### src/rtl/llh_pkg.sv
// Shared constants, codes and controller/datapath link types for the latency histogram.
package llh_pkg;

	localparam int TABLE_DEPTH_DEF = 256;
	localparam int BIN_COUNT_DEF = 27;
	localparam int OP_TYPES_DEF = 4;

	localparam int CMD_W = 2;
	localparam int ID_W = 32;
	localparam int TS_W = 64;
	localparam int OP_W = 3;
	localparam int HIT_W = 6;
	localparam int CNT32_W = 32;
	localparam int STATUS_W = 3;
	localparam int CFG_IDX_W = 1;
	localparam int CFG_DATA_W = 32;

	// Scale divisors and the width of the shifted threshold compared with the elapsed time.
	localparam int DIV_W = 20;
	localparam logic [DIV_W-1:0] US_DIV = DIV_W'(1000);
	localparam logic [DIV_W-1:0] MS_DIV = DIV_W'(1000000);
	localparam int THR_W = TS_W + DIV_W;

	localparam logic [CMD_W-1:0] CMD_START = 2'd0;
	localparam logic [CMD_W-1:0] CMD_FINISH = 2'd1;
	localparam logic [CMD_W-1:0] CMD_READ = 2'd2;
	localparam logic [CMD_W-1:0] CMD_NONE = 2'd3;

	localparam logic [CFG_IDX_W-1:0] REG_UNIT_MS = 1'd0;
	localparam logic [CFG_IDX_W-1:0] REG_FILTER = 1'd1;

	localparam logic [STATUS_W-1:0] ST_STORED = 3'd0;
	localparam logic [STATUS_W-1:0] ST_FILTERED = 3'd1;
	localparam logic [STATUS_W-1:0] ST_FULL = 3'd2;
	localparam logic [STATUS_W-1:0] ST_BINNED = 3'd3;
	localparam logic [STATUS_W-1:0] ST_NO_START = 3'd4;
	localparam logic [STATUS_W-1:0] ST_NEGATIVE = 3'd5;
	localparam logic [STATUS_W-1:0] ST_BAD_TYPE = 3'd6;
	localparam logic [STATUS_W-1:0] ST_READ = 3'd7;

	typedef struct packed {
		logic load_item;
		logic scan_run;
		logic wr_entry;
		logic rd_time;
		logic clr_entry;
		logic calc_diff;
		logic log_step;
		logic bin_rd;
		logic bin_wr;
		logic bin_cap;
		logic res_load;
		logic [STATUS_W-1:0] res_code;
	} ctrl_cmd_t;

	typedef struct packed {
		logic [CMD_W-1:0] item_cmd;
		logic filtered;
		logic scan_done;
		logic found;
		logic free_found;
		logic negative;
		logic op_bad;
		logic log_done;
		logic rd_in_range;
		logic out_free;
	} ctrl_sts_t;

endpackage

### src/rtl/llh_ctrl.sv
// Controller: sequences search, table update, binning and histogram access per item.
module llh_ctrl (
	input logic clk,
	input logic arst_n,
	input logic in_valid,
	output logic in_ready,
	input llh_pkg::ctrl_sts_t sts,
	output llh_pkg::ctrl_cmd_t cmd
);
	localparam logic [3:0] S_IDLE = 4'd0;
	localparam logic [3:0] S_DISPATCH = 4'd1;
	localparam logic [3:0] S_SCAN = 4'd2;
	localparam logic [3:0] S_DECIDE = 4'd3;
	localparam logic [3:0] S_SWRITE = 4'd4;
	localparam logic [3:0] S_TREAD = 4'd5;
	localparam logic [3:0] S_TDIFF = 4'd6;
	localparam logic [3:0] S_CHECK = 4'd7;
	localparam logic [3:0] S_LOG = 4'd8;
	localparam logic [3:0] S_BRD = 4'd9;
	localparam logic [3:0] S_BWAIT = 4'd10;
	localparam logic [3:0] S_RESULT = 4'd11;

	logic [3:0] state_q;
	logic [3:0] state_d;
	logic [llh_pkg::STATUS_W-1:0] code_q;
	logic [llh_pkg::STATUS_W-1:0] code_d;

	assign in_ready = (state_q == S_IDLE);

	always_comb begin
		state_d = state_q;
		code_d = code_q;
		cmd = '0;
		cmd.res_code = code_q;
		unique case (state_q)
			S_IDLE: begin
				cmd.load_item = in_valid;
				if (in_valid) begin
					state_d = S_DISPATCH;
				end
			end
			S_DISPATCH: begin
				unique case (sts.item_cmd)
					llh_pkg::CMD_START: begin
						if (sts.filtered) begin
							code_d = llh_pkg::ST_FILTERED;
							state_d = S_RESULT;
						end else begin
							state_d = S_SCAN;
						end
					end
					llh_pkg::CMD_FINISH: state_d = S_SCAN;
					llh_pkg::CMD_READ: begin
						code_d = llh_pkg::ST_READ;
						state_d = sts.rd_in_range ? S_BRD : S_RESULT;
					end
					llh_pkg::CMD_NONE: state_d = S_IDLE;
					default: state_d = S_IDLE;
				endcase
			end
			S_SCAN: begin
				cmd.scan_run = 1'b1;
				if (sts.scan_done) begin
					state_d = S_DECIDE;
				end
			end
			S_DECIDE: begin
				if (sts.item_cmd == llh_pkg::CMD_START) begin
					if (sts.found || sts.free_found) begin
						state_d = S_SWRITE;
					end else begin
						code_d = llh_pkg::ST_FULL;
						state_d = S_RESULT;
					end
				end else if (sts.found) begin
					state_d = S_TREAD;
				end else begin
					code_d = llh_pkg::ST_NO_START;
					state_d = S_RESULT;
				end
			end
			S_SWRITE: begin
				cmd.wr_entry = 1'b1;
				code_d = llh_pkg::ST_STORED;
				state_d = S_RESULT;
			end
			S_TREAD: begin
				cmd.rd_time = 1'b1;
				cmd.clr_entry = 1'b1;
				state_d = S_TDIFF;
			end
			S_TDIFF: begin
				cmd.calc_diff = 1'b1;
				state_d = S_CHECK;
			end
			S_CHECK: begin
				priority if (sts.negative) begin
					code_d = llh_pkg::ST_NEGATIVE;
					state_d = S_RESULT;
				end else if (sts.op_bad) begin
					code_d = llh_pkg::ST_BAD_TYPE;
					state_d = S_RESULT;
				end else begin
					code_d = llh_pkg::ST_BINNED;
					state_d = S_LOG;
				end
			end
			S_LOG: begin
				cmd.log_step = 1'b1;
				if (sts.log_done) begin
					state_d = S_BRD;
				end
			end
			S_BRD: begin
				cmd.bin_rd = 1'b1;
				state_d = S_BWAIT;
			end
			S_BWAIT: begin
				cmd.bin_wr = (code_q == llh_pkg::ST_BINNED);
				cmd.bin_cap = (code_q != llh_pkg::ST_BINNED);
				state_d = S_RESULT;
			end
			S_RESULT: begin
				if (sts.out_free) begin
					cmd.res_load = 1'b1;
					state_d = S_IDLE;
				end
			end
			default: state_d = S_IDLE;
		endcase
	end

	always_ff @(posedge clk or negedge arst_n) begin
		if (!arst_n) begin
			state_q <= S_IDLE;
			code_q <= llh_pkg::ST_STORED;
		end else begin
			state_q <= state_d;
			code_q <= code_d;
		end
	end

endmodule

### config.mk
export PLATFORM = sky130hd
export DESIGN_NAME = llh_ctrl
export DESIGN_NICKNAME = d
export VERILOG_FILES = /design/src/rtl/llh_pkg.sv /design/src/rtl/llh_ctrl.sv
export SDC_FILE = /design/constraint.sdc
export NUM_CORES = 1
export LEC_CHECK = 0
export BUFFER_PORTS_ARGS = -buffer_cell sky130_fd_sc_hd__buf_2
export CORE_UTILIZATION = 50
export CTS_BUF_LIST = sky130_fd_sc_hd__clkbuf_4
export DETAILED_ROUTE_END_ITERATION = 8
export PLACE_DENSITY_LB_ADDON = 0.25
export SYNTH_ARGS = -nofsm -noshare
export SYNTH_HDL_FRONTEND = slang
export SYNTH_SLANG_ARGS = --single-unit
### constraint.sdc
create_clock -name clk -period 4.1 [get_ports clk]
set_clock_uncertainty 0.2 [all_clocks]
set_input_delay 1.23 -clock clk [delete_from_list [all_inputs] [get_ports clk]]
set_output_delay 1.23 -clock clk [all_outputs]
set_load 0.01 [all_outputs]
==> out/metrics.cfg <==
[critical_path]
worstPathMaxFanout = 20
startpoint = state_q[3]
worstSetupPathType = register to output pin
worst_setup_path_end_kind = output pin
required_ps = 2670
reg2reg_from = state_q[2]
cp-start-kind = register
r2r-end = code_q[2]
critical_path_arrival_ps = 1720
worstRegToRegCells = 4
reg2reg_slack_ps = 2050

[logic_synthesis]
syn_area_per_cell_um2 = 7.598
synth_area_um2 = 729.5
yosysUniqueCellTypes = 39
synth_top_area_frac = 0.2401
syn_nets = 110
synth-edff-count = 0
synth_area_leaders = dfrtp_1 (24%), a21oi_1 (6.2%), nor3_1 (6.2%), nor2_1 (6.2%), nand2b_1 (6.0%)
async_flop_share = 1.000
yosysWarnings = 0
synth_largest_area_cell = dfrtp_1
synth_ff_type = dfrtp_1
yosysSeqAreaShare = 0.2401
synth-seq-cells = 7
syn_inst = 96

[clock_network]
hold_buffers = 0
tritoncts = done
htreeDepth = 1
postCtsResizedCells = 0
clockBufferDepth = 2
root_buffer = clkbuf_4
cts_sinks = 7
cts_setup_buffers = 0
insertion_delay_ps = 250
numCtsBuffers = 3
clk_pin_slew_worst_paths_ps = 50

[route]
drc = 0
totalWireLength_mm = 1.748
wire_per_inst_um = 12.85
drt_iter0_markers = 31
vias = 774
via_per_inst = 5.691
first_pass_iters = 4
antenna_left = 0

[cells_and_area]
fillers = 125
syn2layout_area_growth_pct = 20.75
drive_gt1_frac = 0.3388
final_nets = 136
fin_area_um2 = 880.8
diodes = 0

[global_routing]
grt-ovfl-total = 0
grt_antenna_before_repair = 0
grt_max_degree = 21
grt_pass1_wl_mm = 2.622
grt_use_total = 0.2454
grt_pass1_vias = 605

[sta]
fin_crit_sh = 0.7689
tightest_slew_ps = 538.7
drv_slew = 0
setup_viol = 0
rsz0062_at_grt = false
fmax_mhz = 317.2
finalSetupTns_ps = 0
finalCriticalPeriod_ps = 3152
slew-limit-headroom = 0.6408
hold_viol_final = 0

[place]
place_area_um2 = 850.8
io_buffer_count = 28
hpwl_mm = 1.305
gp_congestion = 0.8500

[floorplan]
row_count = 13
start_util = 0.5469
dieWidth_um = 40.20
die-height_um = 40.20
core_mm2 = 0.001334
io-pin-count = 29
die_area_mm2 = 0.001616

[flow_run]
drv_cap = 0

[worst_hold_path]
holdPathStages = 2
hold_path.class = register to register
hp-start = code_q[0]
holdPathEnd = code_q[0]

[power]
leakagePower_uw = 0.0004226
p_per_area_mw_per_mm2 = 673.6
ir_drop_v = 0.0002840

[run_status]
outcome = finished clean

==> cell usage after synthesis (2+ instances only) <==
library cell	n
nor2_1	12
a21oi_1	9
nor3_1	9
dfrtp_1	7
nand2b_1	7
inv_1	5
o21ai_0	4
a21o_1	3
buf_2	3
buf_4	2
clkbuf_1	2
mux2_2	2
nand2_1	2
nand3_1	2
nor2b_1	2
nor4_1	2
==> cell families after synthesis <==
family / synth area share
AO/OA/AOI/OAI: 0.2882
buffers and inverters: 0.07718
flip-flops: 0.2401
multiplexers: 0.04460
AND/OR/NAND/NOR: 0.3499
==> how the worst max path moves through the flow <==
stage	endpoint	depth (start not counted)
finish	cmd[5]	3
global route	cmd[5]	3
CTS	cmd[5]	3
detailed placement	cmd[3]	4
global placement	cmd[3]	4
floorplan	cmd[3]	2
==> layer usage <==
metal,GRT usage,up-vias,routed length (um),share of wire
met5,0,-,0,0
met4,0.1500,0,33,0.019
met3,0.01667,4,70,0.040
met2,0.3710,25,799,0.46
met1,0.3367,347,844,0.48
li1,-,398,-,-
==> sequential cells by signal, summed over array words and instances (netlist names) <==
name	cells
state_q	4
code_q	3
==> layout make-up <==
type,count,area (um2),share of cell area
Sequential cell,7,175.2,0.1989
Tap cell,15,18.77,0.02131
Inverter,5,18.77,0.02131
Timing Repair Buffer,28,140.1,0.1591
Multi-Input combinational cell,77,498.0,0.5653
Clock buffer,4,30.03,0.03409
==> critical path: stages, from the launching register on <==
cell and delay (ps):
dfrtp_1 680, nand2b_1 270, nor4_1 340, buf_2 190
==> power by group <==
group / leakage, uW / internal [uW] / total, uW / switching (uW)
combinational: 0.000321 / 156 / 337 / 181
clock: 0.0000184 / 43.8 / 69.9 / 26.1
sequential: 0.0000835 / 98.5 / 187 / 88.4
==> stage by stage <==
step / hold slack [ps] / total power (uW) / instances / setup slack (ps) / util
global route: 394.9 / 642.3 / 136 / 775.3 / 0.6604
floorplan: 363.5 / 432.7 / 96 / 1205 / -
finish: 352.5 / 593.4 / 136 / 947.6 / 0.6604
CTS: 355.7 / 591.2 / 136 / 958.6 / 0.6604
global placement: 313.7 / 511.6 / 132 / 1054 / 0.6379
detailed placement: 336.8 / 519.5 / 132 / 1037 / 0.6379
==> cell usage in the layout (no fill, tap or decap) <==
cell      synthesis  final
buf_2             3     28
nor2_1           12     12
nor3_1            9      9
a21oi_1           9      9
nand2b_1          7      7
dfrtp_1           7      7
inv_1             5      5
o21ai_0           4      4
clkbuf_4          0      4
a21o_1            3      3
nand2_1           2      2
nor4_1            2      2
nand3_1           2      2
nor2b_1           2      2
mux2_2            2      2
or2_2             1      1
and2_1            1      1
nand2_2           1      1
nor3b_1           1      1
or3b_4            1      1
and3b_1           1      1
a41oi_2           1      1
o41ai_1           1      1
a311oi_2          1      1
o21bai_1          1      1
nor3_2            1      1
a211oi_2          1      1
o31a_1            1      1
o31ai_1           1      1
mux2i_1           1      1
o211a_1           1      1
or2b_1            1      1
o2111a_1          1      1
or3_1             1      1
o221ai_1          1      1
nor4b_1           1      1
a22oi_1           1      1
a32oi_1           1      1
No activity file was read; power rests on OpenSTA's default activity.
